**src/hdl/stq_pkg.sv**
```systemverilog
`timescale 1ns / 1ps
package stq_pkg;

    localparam int TIMER_SLOTS = 32;
    localparam int SLOT_W      = 5;
    // pool size is a power of two, so the modulo is a mask
    localparam int QUEUE_IDS   = 16;
    localparam int QUEUE_W     = 4;
    localparam int BYTE_W      = 8;
    localparam int TIME_W      = 32;
    localparam int CMD_W       = 3;
    localparam int KIND_W      = 2;
    localparam int CFG_IDX_W   = 1;
    localparam int CFG_DATA_W  = 5;

    localparam logic [TIME_W-1:0] ALL_ONES = '1;

    localparam logic [CMD_W-1:0] CMD_ALLOC   = 3'd0;
    localparam logic [CMD_W-1:0] CMD_FREE    = 3'd1;
    localparam logic [CMD_W-1:0] CMD_INIT    = 3'd2;
    localparam logic [CMD_W-1:0] CMD_SETTIME = 3'd3;
    localparam logic [CMD_W-1:0] CMD_TICK    = 3'd4;

    localparam logic [KIND_W-1:0] KIND_ALLOC  = 2'd0;
    localparam logic [KIND_W-1:0] KIND_EXPIRY = 2'd1;
    localparam logic [KIND_W-1:0] KIND_SWITCH = 2'd2;

    localparam logic [1:0] ST_FREE  = 2'd0;
    localparam logic [1:0] ST_ALLOC = 2'd1;
    localparam logic [1:0] ST_RUN   = 2'd2;

    localparam logic [CFG_IDX_W-1:0] CFG_SW_ENABLE = 1'd0;
    localparam logic [CFG_IDX_W-1:0] CFG_SW_INDEX  = 1'd1;

    typedef struct packed {
        logic accept;
        logic alloc_step;
        logic shead_step;
        logic swalk_step;
        logic exp_step;
        logic fin_step;
    } t_ctrl_cmd;

    typedef struct packed {
        logic set_ok;
        logic tick_due;
        logic alloc_done;
        logic ins_here;
        logic exp_stop;
        logic fin_done;
    } t_dp_stat;

endpackage

```
**src/hdl/stq_ctrl.sv**
```systemverilog
`timescale 1ns / 1ps
module stq_ctrl import stq_pkg::*; (
    input  logic             i_clk,
    input  logic             i_rst_n,
    input  logic             i_in_valid,
    input  logic [CMD_W-1:0] i_command,
    input  t_dp_stat         i_stat,
    output logic             o_in_ready,
    output t_ctrl_cmd        o_cmd
);

    localparam logic [2:0] S_IDLE  = 3'd0;
    localparam logic [2:0] S_ALLOC = 3'd1;
    localparam logic [2:0] S_SHEAD = 3'd2;
    localparam logic [2:0] S_SWALK = 3'd3;
    localparam logic [2:0] S_EXP   = 3'd4;
    localparam logic [2:0] S_FIN   = 3'd5;

    logic [2:0] r_state;
    logic [2:0] n_state;

    assign o_in_ready = (r_state == S_IDLE);

    always_comb begin
        o_cmd            = '0;
        o_cmd.accept     = (r_state == S_IDLE) && i_in_valid;
        o_cmd.alloc_step = (r_state == S_ALLOC);
        o_cmd.shead_step = (r_state == S_SHEAD);
        o_cmd.swalk_step = (r_state == S_SWALK);
        o_cmd.exp_step   = (r_state == S_EXP);
        o_cmd.fin_step   = (r_state == S_FIN);
    end

    always_comb begin
        n_state = r_state;
        unique case (r_state)
            S_IDLE: begin
                if (i_in_valid) begin
                    unique case (i_command)
                        CMD_ALLOC:   n_state = S_ALLOC;
                        CMD_SETTIME: n_state = i_stat.set_ok ? S_SHEAD : S_IDLE;
                        CMD_TICK:    n_state = i_stat.tick_due ? S_EXP : S_IDLE;
                        default:     n_state = S_IDLE;
                    endcase
                end
            end
            S_ALLOC: if (i_stat.alloc_done) n_state = S_IDLE;
            S_SHEAD: n_state = i_stat.ins_here ? S_IDLE : S_SWALK;
            S_SWALK: if (i_stat.ins_here) n_state = S_IDLE;
            S_EXP:   if (i_stat.exp_stop) n_state = S_FIN;
            S_FIN:   if (i_stat.fin_done) n_state = S_IDLE;
            default: n_state = S_IDLE;
        endcase
    end

    always_ff @(posedge i_clk) begin
        if (!i_rst_n) begin
            r_state <= S_IDLE;
        end else begin
            r_state <= n_state;
        end
    end

endmodule

```
**config.mk**
```make
export PLATFORM = sky130hd
export DESIGN_NAME = stq_ctrl
export DESIGN_NICKNAME = d
export VERILOG_FILES = /design/src/hdl/stq_pkg.sv /design/src/hdl/stq_ctrl.sv
export SDC_FILE = /design/constraint.sdc
export NUM_CORES = 1
export LEC_CHECK = 0
export BUFFER_PORTS_ARGS = -buffer_cell sky130_fd_sc_hd__buf_2
export CAP_MARGIN = 20
export CORE_AREA = 8 8 45 47
export CTS_BUF_LIST = sky130_fd_sc_hd__clkbuf_4
export DETAILED_ROUTE_END_ITERATION = 12
export DIE_AREA = 0 0 53 55
export PLACE_DENSITY = 0.49
export SLEW_MARGIN = 5
export SYNTH_ARGS = -nofsm -noshare
export SYNTH_HDL_FRONTEND = slang
export SYNTH_SLANG_ARGS = --single-unit
export TNS_END_PERCENT = 10
```
**constraint.sdc**
```tcl
create_clock -name i_clk -period 0.9 [get_ports i_clk]
set_input_delay 0.18 -clock i_clk [delete_from_list [all_inputs] [get_ports i_clk]]
set_output_delay 0.18 -clock i_clk [all_outputs]
set_load 0.02 [all_outputs]
```
==> impl_metrics.env <==
export IMPL_end_kind="output port"
export IMPL_fin_crit_ns=1.22
export IMPL_vias=338
export IMPL_max_vdd_ir_drop_v=0.000431
export IMPL_htreeDepth=1
export IMPL_gp_congestion=0.640
export IMPL_slew_headroom_pct=78.6
export IMPL_p_sw_w=0.000137
export IMPL_final_cells=76
export IMPL_final_common_cell="buf_2"
export IMPL_cts_root_buf="clkbuf_4"
export IMPL_syn_inst=34
export IMPL_routed_wl_um=945
export IMPL_die_area_um2=2920
export IMPL_syn2layout_area_growth_pct=130
export IMPL_max_clock_path_buffers=2
export IMPL_final_hold_viol_count=0
export IMPL_p_leak_nw=0.223
export IMPL_grt_overflow=0
export IMPL_maxSlewViolCount=0
export IMPL_setup_viol=10
export IMPL_use_met1_pct=5.94
export IMPL_final_util_pct=38.6
export IMPL_path_max_fanout=5
export IMPL_grt_util_met3_pct=3.74
export IMPL_tightest_slew_ns=0.317
export IMPL_ys_seq_area_share_pct=25.8
export IMPL_p_int_w=0.000396
export IMPL_worst_ep_arrival_time_ns=1.04
export IMPL_cts_tree="yes"
export IMPL_grt_total_usage_pct=7.00
export IMPL_route_detailed_drc=0
export IMPL_core_area_um2=1380
export IMPL_grt_pass1_vias=340
export IMPL_layout_common_cells="buf_2 (11), buf_4 (6), buf_6 (5), nor3_4 (4), clkbuf_4 (4)"
export IMPL_fin_skew_ns=0.00114
export IMPL_grt_pass1_wl_um=1440
export IMPL_rsz0062_at_grt="true"
export IMPL_fin_tns_setup_ns=-2.49
export IMPL_ys_ff_latch=3
export IMPL_cts_hold_buf=0
export IMPL_clock_fmax_ghz=0.817
export IMPL_cts_buffers_inserted=3
export IMPL_io_pins=19
export IMPL_maxCapViolCount=0
export IMPL_drt_initial_drc_count=0
export IMPL_start_kind="register"
export IMPL_p_comb_share_pct=25.0
export IMPL_grt_busiest_layer="met2"
export IMPL_diodes=0
export IMPL_regMostFlops="r_state"
export IMPL_post_place_cells=71
export IMPL_violations="setup timing"
export IMPL_fill_cells=148
export IMPL_port_buffer_count=18
export IMPL_largest_reg_flops=3
export IMPL_status="finished, violations left"
export IMPL_antenna_found_initial=0
export IMPL_drtAntennaViolNets=0
export IMPL_wl_per_cell_um=12.4
export IMPL_vias_per_cell=4.45
export IMPL_hold_path_class="input port to register"
export IMPL_worstPathRequired_ns=0.72
export IMPL_reg_top3="r_state x3"
export IMPL_clk_latency_ns=0.23
export IMPL_drt_pass1_iter_count=1
export IMPL_clock_sinks=3
export IMPL_p_seq_share_pct=25.9
export IMPL_yosysWarnings=0
export IMPL_grt_max_degree=8
export IMPL_syn_cell_area_um2=233
export IMPL_dieWidth_um=53
export IMPL_fin_ws_ns=-0.324
export IMPL_p_clk_share_pct=49.1
export IMPL_dpl_hpwl_um=749
export IMPL_use_met2_pct=12.3
export IMPL_clk_pin_slew_worst_paths_ns=0.04
export IMPL_power_density_nw_per_um2=999
export IMPL_core_rowCount=14
export IMPL_final_nets=73
export IMPL_crit_type="register to output port"
export IMPL_switching_share_pct=25.8
export IMPL_syn_num_nets=46
export IMPL_start_util_pct=16.8
export IMPL_syn_area_per_cell_um2=6.84
export IMPL_ys_types=20
export IMPL_finalCritPeriodShare_pct=136
export IMPL_drive_gt1_share_pct=71.7
export IMPL_hold_ws_ns=0.225
export IMPL_die_y_um=55
[metrics by stage]
stage	power [W]	setup WS (ns)	instance area, µm²
finish	0.000534	-0.324	534
global route	0.000581	-0.373	534
CTS	0.000532	-0.373	483
detailed placement	0.000256	-0.179	428
global placement	0.000257	-0.180	428
floorplan	0.000205	-0.157	295
[repair_timing]
item	in CTS	in global routing
endpoints found under the setup margin	10	10
setup buffers	0	1
gates resized for setup	10	13
cloned	0	0
pin swaps	0	5
[cells by family (layout without fill, tap and decap cells)]
group	after synthesis	count (layout)	share of synthesized area, %
and+or+nand+nor	19	19	44.1
AOI/OAI and AO/OA	8	8	23.1
DFF	3	3	25.8
buffers and inverters	4	30	6.99
[power groups by stage]
| stage | logic [W] | registers, W | clock network, W |
|---|---|---|---|
| final | 0.000133 | 0.000138 | 0.000262 |
| after global routing | 0.000144 | 0.000139 | 0.000298 |
| after CTS | 0.000116 | 0.000140 | 0.000276 |
| after detailed placement | 0.000109 | 0.000146 | 0 |
| after global placement | 0.000111 | 0.000146 | 0 |
| after floorplan | 0.0000584 | 0.000147 | 0 |
[per-layer routing]
| metal | vias to the layer above | wire (µm) |
|---|---|---|
| li1 | 176 | - |
| met1 | 152 | 317 |
| met2 | 10 | 536 |
| met3 | 0 | 91 |
| met4 | 0 | 0 |
| met5 | - | 0 |
[path summary, 6_finish.rpt]
kind | start | depth (start not counted) | slack (ns) | endpoint
max reg2reg | r_state[0]$_SDFFE_PN0P_ | 5 | -0.18 | r_state[1]$_SDFFE_PN0P_
min | i_rst_n | 2 | 0.22 | r_state[1]$_SDFFE_PN0P_
max | r_state[2]$_SDFFE_PN0P_ | 3 | -0.32 | o_cmd[4]
min reg2reg | r_state[0]$_SDFFE_PN0P_ | 2 | 0.51 | r_state[0]$_SDFFE_PN0P_
[area by class of cell]
type                            instances  area (µm²)  area share (%)
Sequential cell                         3        71.3            13.3
Timing Repair Buffer                   23         171            32.1
Multi-Input combinational cell         27         225            42.2
Inverter                                3        16.3            3.04
Tap cell                               16        20.0            3.75
Clock buffer                            4        30.0            5.62
[cells in the mapped netlist]
cell type  number  share of area [%]
nand2_1         5                8.1
nor3_1          4                8.6
dfxtp_1         3                 26
inv_1           3                4.8
nor2_1          3                4.8
o22ai_1         2                5.4
a21oi_1         1                2.1
a31oi_1         1                2.7
and2_1          1                2.7
and3_1          1                2.7
buf_2           1                2.1
nand2b_1        1                2.7
nand2b_2        1                3.8
nand4_1         1                2.7
nand4b_1        1                3.8
nor3_2          1                4.3
o21a_1          1                3.2
o21ai_0         1                2.1
o22a_1          1                3.8
o311ai_0        1                3.8
[worst max-delay path: stages (launching register included)]
cell	delay, ns
dfxtp_4	0.36
buf_8	0.14
nor3_4	0.17
buf_6	0.14
(Power assumes the default switching activity.)
