===== config.mk =====
export PLATFORM = sky130hd
export DESIGN_NAME = stq_dpath
export DESIGN_NICKNAME = d
export VERILOG_FILES = /design/src/hdl/stq_pkg.sv /design/src/hdl/stq_dpath.sv
export SDC_FILE = /design/constraint.sdc
export NUM_CORES = 2
export LEC_CHECK = 0
export BUFFER_PORTS_ARGS = -buffer_cell sky130_fd_sc_hd__buf_2
export CAP_MARGIN = 20
export CORE_MARGIN = 3
export CORE_UTILIZATION = 45
export DETAILED_ROUTE_END_ITERATION = 16
export SKIP_LAST_GASP = 1
export SYNTH_ARGS = -nofsm -noshare
export SYNTH_HDL_FRONTEND = slang
export SYNTH_SLANG_ARGS = --single-unit

===== constraint.sdc =====
create_clock -name i_clk -period 7.8 [get_ports i_clk]
set_input_delay 0.78 -clock i_clk [delete_from_list [all_inputs] [get_ports i_clk]]
set_output_delay 0.78 -clock i_clk [all_outputs]
set_load 0.01 [all_outputs]

===== src/hdl/stq_pkg.sv =====
`timescale 1ns / 1ps
package stq_pkg;

    localparam int TIMER_SLOTS = 32;
    localparam int SLOT_W      = 5;
    // pool size is a power of two, so the modulo is a mask
    localparam int QUEUE_IDS   = 16;
    localparam int QUEUE_W     = 4;
    localparam int BYTE_W      = 8;
    localparam int TIME_W      = 32;
    localparam int CMD_W       = 3;
    localparam int KIND_W      = 2;
    localparam int CFG_IDX_W   = 1;
    localparam int CFG_DATA_W  = 5;

    localparam logic [TIME_W-1:0] ALL_ONES = '1;

    localparam logic [CMD_W-1:0] CMD_ALLOC   = 3'd0;
    localparam logic [CMD_W-1:0] CMD_FREE    = 3'd1;
    localparam logic [CMD_W-1:0] CMD_INIT    = 3'd2;
    localparam logic [CMD_W-1:0] CMD_SETTIME = 3'd3;
    localparam logic [CMD_W-1:0] CMD_TICK    = 3'd4;

    localparam logic [KIND_W-1:0] KIND_ALLOC  = 2'd0;
    localparam logic [KIND_W-1:0] KIND_EXPIRY = 2'd1;
    localparam logic [KIND_W-1:0] KIND_SWITCH = 2'd2;

    localparam logic [1:0] ST_FREE  = 2'd0;
    localparam logic [1:0] ST_ALLOC = 2'd1;
    localparam logic [1:0] ST_RUN   = 2'd2;

    localparam logic [CFG_IDX_W-1:0] CFG_SW_ENABLE = 1'd0;
    localparam logic [CFG_IDX_W-1:0] CFG_SW_INDEX  = 1'd1;

    typedef struct packed {
        logic accept;
        logic alloc_step;
        logic shead_step;
        logic swalk_step;
        logic exp_step;
        logic fin_step;
    } t_ctrl_cmd;

    typedef struct packed {
        logic set_ok;
        logic tick_due;
        logic alloc_done;
        logic ins_here;
        logic exp_stop;
        logic fin_done;
    } t_dp_stat;

endpackage


===== src/hdl/stq_dpath.sv =====
`timescale 1ns / 1ps
module stq_dpath import stq_pkg::*; (
    input  logic                  i_clk,
    input  logic                  i_rst_n,
    input  t_ctrl_cmd             i_cmd,
    output t_dp_stat              o_stat,
    input  logic [CMD_W-1:0]      i_command,
    input  logic [SLOT_W-1:0]     i_timer_index,
    input  logic [QUEUE_W-1:0]    i_queue_id,
    input  logic [BYTE_W-1:0]     i_message_byte,
    input  logic [TIME_W-1:0]     i_delay_ticks,
    input  logic                  i_cfg_write,
    input  logic [CFG_IDX_W-1:0]  i_cfg_index,
    input  logic [CFG_DATA_W-1:0] i_cfg_data,
    output logic                  o_out_valid,
    input  logic                  i_out_ready,
    output logic [KIND_W-1:0]     o_kind,
    output logic [SLOT_W-1:0]     o_slot,
    output logic                  o_alloc_ok,
    output logic [QUEUE_W-1:0]    o_dest_queue,
    output logic [BYTE_W-1:0]     o_payload,
    output logic                  o_last
);

    logic [1:0]          r_status   [TIMER_SLOTS];
    logic [TIME_W-1:0]   r_deadline [TIMER_SLOTS];
    logic [SLOT_W-1:0]   r_link     [TIMER_SLOTS];
    logic [QUEUE_W-1:0]  r_queue    [TIMER_SLOTS];
    logic [BYTE_W-1:0]   r_byte     [TIMER_SLOTS];

    logic [SLOT_W-1:0]   r_head;
    logic [TIME_W-1:0]   r_tick;
    logic [TIME_W-1:0]   r_earliest;
    logic [SLOT_W-1:0]   r_idx;
    logic [TIME_W-1:0]   r_dl;
    logic [SLOT_W-1:0]   r_ptr;      // alloc scan, insert prev, expiry cursor
    logic                r_sw;
    logic                r_pend_v;
    logic [SLOT_W-1:0]   r_pend_slot;
    logic [QUEUE_W-1:0]  r_pend_q;
    logic [BYTE_W-1:0]   r_pend_b;
    logic                r_out_v;
    logic [KIND_W-1:0]   r_kind;
    logic [SLOT_W-1:0]   r_slot;
    logic                r_ok;
    logic [QUEUE_W-1:0]  r_oq;
    logic [BYTE_W-1:0]   r_ob;
    logic                r_last;
    logic                r_sw_en;
    logic [SLOT_W-1:0]   r_sw_idx;

    logic                out_free;
    logic [SLOT_W-1:0]   lnk;
    logic [SLOT_W-1:0]   rd_addr;
    logic [TIME_W-1:0]   rd_dl;
    logic [TIME_W-1:0]   tick_nx;
    logic                idx_ok;
    logic                alloc_hit;
    logic                alloc_end;
    logic                alloc_emit;
    logic                exp_stop;
    logic                is_sw;
    logic                exp_adv;
    logic                ins_here;
    logic                out_load;

    assign out_free  = !r_out_v || i_out_ready;
    assign lnk       = r_link[r_ptr];
    assign rd_addr   = i_cmd.shead_step ? r_head : (i_cmd.swalk_step ? lnk : r_ptr);
    assign rd_dl     = (rd_addr == '0) ? ALL_ONES : r_deadline[rd_addr];
    assign tick_nx   = r_tick + TIME_W'(1);
    assign idx_ok    = {1'b0, i_timer_index} < (SLOT_W + 1)'(TIMER_SLOTS);
    assign alloc_hit = (r_status[r_ptr] == ST_FREE);
    assign alloc_end = (r_ptr == SLOT_W'(TIMER_SLOTS - 1));
    assign alloc_emit = i_cmd.alloc_step && (alloc_hit || alloc_end) && out_free;
    assign exp_stop  = (r_ptr == '0) || (rd_dl > r_tick);
    assign is_sw     = r_sw_en && (r_ptr == r_sw_idx);
    // an expiring message waits when the held one cannot leave yet
    assign exp_adv   = i_cmd.exp_step && !exp_stop && (is_sw || !r_pend_v || out_free);
    assign ins_here  = (r_dl <= rd_dl) || (i_cmd.swalk_step && lnk == '0);
    // output register takes a new result this cycle
    assign out_load  = alloc_emit || (exp_adv && !is_sw && r_pend_v)
                       || (i_cmd.fin_step && out_free && (r_pend_v || r_sw));

    always_comb begin
        o_stat            = '0;
        o_stat.set_ok     = idx_ok && (r_status[i_timer_index] != ST_RUN);
        o_stat.tick_due   = !(r_earliest > tick_nx);
        o_stat.alloc_done = alloc_emit;
        o_stat.ins_here   = ins_here;
        o_stat.exp_stop   = exp_stop;
        o_stat.fin_done   = !r_pend_v && !r_sw;
    end

    // status flags, set by reset: slot 0 running, all others free
    always_ff @(posedge i_clk) begin
        if (!i_rst_n) begin
            for (int i = 0; i < TIMER_SLOTS; i++) begin
                r_status[i] <= (i == 0) ? ST_RUN : ST_FREE;
            end
        end else begin
            if (i_cmd.accept && i_command == CMD_FREE && idx_ok
                && r_status[i_timer_index] != ST_RUN) begin
                r_status[i_timer_index] <= ST_FREE;
            end
            if (i_cmd.accept && i_command == CMD_SETTIME && o_stat.set_ok) begin
                r_status[i_timer_index] <= ST_RUN;
            end
            if (i_cmd.alloc_step && alloc_hit && out_free) begin
                r_status[r_ptr] <= ST_ALLOC;
            end
            if (exp_adv) begin
                r_status[r_ptr] <= ST_ALLOC;
            end
        end
    end

    // slot storage, no reset
    always_ff @(posedge i_clk) begin
        if (i_cmd.accept && i_command == CMD_INIT && idx_ok) begin
            r_queue[i_timer_index] <= i_queue_id & QUEUE_W'(QUEUE_IDS - 1);
            r_byte[i_timer_index]  <= i_message_byte;
        end
        if (i_cmd.accept && i_command == CMD_SETTIME && o_stat.set_ok) begin
            r_deadline[i_timer_index] <= i_delay_ticks + r_tick;
        end
        if (i_cmd.shead_step && ins_here) begin
            r_link[r_idx] <= r_head;
        end
        if (i_cmd.swalk_step && ins_here) begin
            r_link[r_ptr] <= r_idx;
            r_link[r_idx] <= lnk;
        end
    end

    always_ff @(posedge i_clk) begin
        if (i_cmd.accept) begin
            r_idx <= i_timer_index;
            r_dl  <= i_delay_ticks + r_tick;
            r_ptr <= (i_command == CMD_TICK) ? r_head : '0;
        end else if (i_cmd.alloc_step && !alloc_hit && !alloc_end) begin
            r_ptr <= r_ptr + SLOT_W'(1);
        end else if (i_cmd.shead_step) begin
            r_ptr <= r_head;
        end else if (i_cmd.swalk_step || exp_adv) begin
            r_ptr <= lnk;
        end
        if (exp_adv && !is_sw) begin
            r_pend_slot <= r_ptr;
            r_pend_q    <= r_queue[r_ptr];
            r_pend_b    <= r_byte[r_ptr];
        end
    end

    always_ff @(posedge i_clk) begin
        if (!i_rst_n) begin
            r_head     <= '0;
            r_tick     <= '0;
            r_earliest <= ALL_ONES;
            r_sw       <= 1'b0;
            r_pend_v   <= 1'b0;
            r_out_v    <= 1'b0;
            r_sw_en    <= 1'b0;
            r_sw_idx   <= '0;
        end else begin
            if (i_cfg_write) begin
                unique case (i_cfg_index)
                    CFG_SW_ENABLE: r_sw_en  <= i_cfg_data[0];
                    CFG_SW_INDEX:  r_sw_idx <= i_cfg_data[SLOT_W-1:0];
                    default: ;
                endcase
            end
            if (i_cmd.accept && i_command == CMD_TICK) begin
                r_tick <= tick_nx;
                r_sw   <= 1'b0;
            end
            if (i_cmd.shead_step && ins_here) begin
                r_head     <= r_idx;
                r_earliest <= r_dl;
            end
            if (i_cmd.exp_step && exp_stop) begin
                r_head     <= r_ptr;
                r_earliest <= rd_dl;
            end

            if (out_load) begin
                r_out_v <= 1'b1;
            end else if (i_out_ready) begin
                r_out_v <= 1'b0;
            end
            if (alloc_emit) begin
                r_kind  <= KIND_ALLOC;
                r_slot  <= alloc_hit ? r_ptr : '0;
                r_ok    <= alloc_hit;
                r_oq    <= '0;
                r_ob    <= '0;
                r_last  <= 1'b1;
            end
            if (exp_adv) begin
                if (is_sw) begin
                    r_sw <= 1'b1;
                end else begin
                    if (r_pend_v) begin
                        r_kind  <= KIND_EXPIRY;
                        r_slot  <= r_pend_slot;
                        r_ok    <= 1'b0;
                        r_oq    <= r_pend_q;
                        r_ob    <= r_pend_b;
                        r_last  <= 1'b0;
                    end
                    r_pend_v <= 1'b1;
                end
            end
            if (i_cmd.fin_step && out_free) begin
                if (r_pend_v) begin
                    r_kind   <= KIND_EXPIRY;
                    r_slot   <= r_pend_slot;
                    r_ok     <= 1'b0;
                    r_oq     <= r_pend_q;
                    r_ob     <= r_pend_b;
                    r_last   <= !r_sw;
                    r_pend_v <= 1'b0;
                end else if (r_sw) begin
                    r_kind  <= KIND_SWITCH;
                    r_slot  <= r_sw_idx;
                    r_ok    <= 1'b0;
                    r_oq    <= '0;
                    r_ob    <= '0;
                    r_last  <= 1'b1;
                    r_sw    <= 1'b0;
                end
            end
        end
    end

    assign o_out_valid  = r_out_v;
    assign o_kind       = r_kind;
    assign o_slot       = r_slot;
    assign o_alloc_ok   = r_ok;
    assign o_dest_queue = r_oq;
    assign o_payload    = r_ob;
    assign o_last       = r_last;

endmodule


==> impl_metrics.py <==
metrics = {
    "run_status": {
        "status": "finished, final reports clean",
    },
    "clock_network": {
        "clkSinkCount": 1795,
        "clock_latency_ps": 840,
        "root_buffer": "clkbuf_16",
        "clk_pin_slew_ps": 60,
        "cts_hold_buf": 0,
        "numCtsBuffers": 185,
        "cts_tree": "yes",
        "clockBufferDepth": 3,
        "htreeDepth": 4,
    },
    "place": {
        "port_buffers": 95,
        "placed_area_sq_um": 82900,
        "dp.cells": 7874,
        "dp_hpwl_mm": 143,
        "pre_cts_ws_ps": -246,
        "globalplace.congestion": 0.892,
    },
    "sta": {
        "setup_viol": 0,
        "hold_viol_final": 0,
        "max_slew_margin_pct": 17.9,
        "rsz0062_at_grt": "true",
        "layout_worst_path_cycle_share_pct": 97.5,
        "holdWs_ps": 218,
        "worst_pin_slew_ps": 1230,
        "clock_skew_ps": 40.9,
        "period_needed_ps": 7600,
        "slew_violations": 0,
        "fmaxAchievable_mhz": 132,
        "setup_slack_ps": 198,
        "setup-tns-final_ps": 0,
    },
    "route": {
        "routed_wl_mm": 236,
        "drt_drc_violations_left": 0,
        "highest_layer": "met5",
        "dr_wl_met2_mm": 111,
        "wire_per_inst_um": 28.6,
        "met3WireLength_mm": 19.3,
        "routed-via-count": 50800,
        "viasPerCell": 6.15,
        "final_antenna_net_count": 0,
        "wl_met1_mm": 96.7,
        "drtIter0Drc": 6445,
        "drt-pass1-iter-count": 7,
    },
    "flow_run": {
        "drv_cap": 0,
    },
    "global_routing": {
        "grt_pass1_vias": 48300,
        "gr-total-overflow": 0,
        "grtUsageTotal_pct": 25.7,
        "antenna_found_initial": 3,
        "grt_pass1_wl_mm": 338,
        "grt_max_degree": 97,
    },
    "critical_path": {
        "worstSetupPathType": "flop to output pin",
        "crit_path_end_kind": "output pin",
        "startpoint_type": "flop",
        "path_max_fanout": 16,
        "reg2reg_depth": 29,
        "worst_ep_arrival_time_ps": 6820,
        "cp.required_ps": 7020,
    },
    "floorplanning": {
        "start_util_pct": 45.6,
        "fp-row-count": 151,
        "die_h_um": 422,
        "dieArea_sq_um": 178000,
        "core_area_sq_um": 170000,
        "die-width_um": 422,
        "io-pin-count": 96,
    },
    "finish": {
        "fin_area_sq_um": 90100,
        "register_area_sq_um": 52400,
        "nets": 6019,
        "multi_input_area_sq_um": 24200,
        "area_growth_syn_to_layout_pct": 15.9,
        "final_cells": 8257,
        "layout_commonest_cell": "edfxtp_1",
        "layout_common_cells": "edfxtp_1, nand2_1, a21oi_1, a22oi_1, buf_4",
        "final_util_pct": 52.9,
        "fill_cells": 14200,
        "drive_gt1_share_pct": 20.2,
    },
    "yosys": {
        "ys_ff_latch": 1795,
        "synthCells": 5565,
        "ys_seq_area_share_pct": 67.5,
        "synthFlopType": "edfxtp_1",
        "synth.top_cell.area_share_pct": 63.7,
        "synth_cell_types": 86,
        "async_flop_share_pct": 0,
        "synth_nets": 5767,
        "yosysWarnings": 0,
        "synth-edff-count": 1648,
        "synthTopCellsByArea": "edfxtp_1, mux4_2, dfxtp_1",
        "synth_top_area_cell": "edfxtp_1",
        "syn_avg_cell_area_sq_um": 14.0,
        "syn_area_sq_um": 77700,
    },
    "power": {
        "power_density_nw_per_um2": 348,
        "total_leakage_power_nw": 30.2,
        "power_mw": 31.4,
        "peakVddDrop_mv": 0.364,
    },
    "hold_path": {
        "worstHoldPathCells": 3,
        "hold_path_class": "input pin to flop",
    },
}
[critical path: stages (launching register included)]
cell and delay, ps:
dfxtp_4 380, buf_12 160, mux4_2 510, mux4_2 510, mux2i_4 250, o221ai_4 250
buf_12 200, or3_2 560, buf_12 210, o22ai_1 270, or4_4 250, nand2_1 70
ha_1 310, nand4_1 240, nor4b_1 400, buf_4 200, nand4_1 100, or4_1 530
o21ai_2 150, inv_1 200, buf_2 190
[cell type report]
class,count,share of cell area [%]
Sequential cell,1795,58.2
Inverter,59,0.246
Timing Repair Buffer,449,4.80
Multi-Input combinational cell,3327,26.9
Antenna cell,4,0.0111
Tap cell,2295,3.19
Clock inverter,87,1.26
Clock buffer,241,5.43
[flip-flops by register name, indices dropped and copies added, names as in the netlist, 32 cells and up, named ones only]
register    flops
r_deadline   1024
r_byte        256
r_link        160
r_queue       128
r_status       64
r_dl           32
r_earliest     32
r_tick         32
[cells in the mapped netlist, types with 18 or more instances]
cell type	count
and2_1	44
or4_1	24
nor2b_1	23
mux2_2	168
nor2_1	204
mux2i_1	102
o22ai_1	147
and3_1	20
a21o_1	38
nand2_1	739
nand4_1	40
o21ai_0	92
nand3_1	63
buf_1	27
a22oi_1	316
a211oi_1	25
clkbuf_1	211
xnor2_1	75
nor3_1	38
ha_1	133
buf_4	20
inv_1	55
o21a_1	19
dfxtp_1	147
a22o_1	18
a21oi_1	577
buf_2	112
mux4_2	140
edfxtp_1	1648
a22oi_2	31
[report_power, final]
part | internal [mW] | total [mW] | switching, mW
clock | 4.99 | 8.82 | 3.83
combinational | 4.61 | 11.2 | 6.59
sequential | 11.2 | 11.4 | 0.225
total | 20.8 | 31.4 | 10.6
[final timing paths]
check                                       end  slack [ps]       startpoint
worst max register to register     r_link[5][0]         550             flop
worst max-delay path                  o_stat[1]         200             flop
worst min register to register  r_status[14][0]         470  r_status[14][0]
worst min-delay path                    r_sw_en         220    i_cfg_data[0]
[kinds of logic after synthesis]
family                     count (synthesis)  synth area share (%)
AOI/OAI and AO/OA                       1366                  11.1
muxes                                    419                  7.95
buffers and inverters                    443                  2.56
adders and majority gates                134                  2.17
DFF                                     1795                  67.5
xor gates and xnor gates                  91                  1.03
and+or+nand+nor                         1317                  7.70
[timing repair]
action | 4_1_cts | 5_1_grt
gates resized for setup | 39 | 41
endpoints found under the setup margin | 321 | 2
pin swaps | 8 | 8
buffers inserted | 25 | 10
gates cloned | 6 | 8
[layer usage]
layer / track usage [%] / vias up
li1: - / 22000
met1: 36.0 / 25900
met2: 41.0 / 2469
met3: 3.80 / 389
met4: 9.13 / 2
met5: 0 / -
Note: power is estimated with default switching activity, not from simulation.
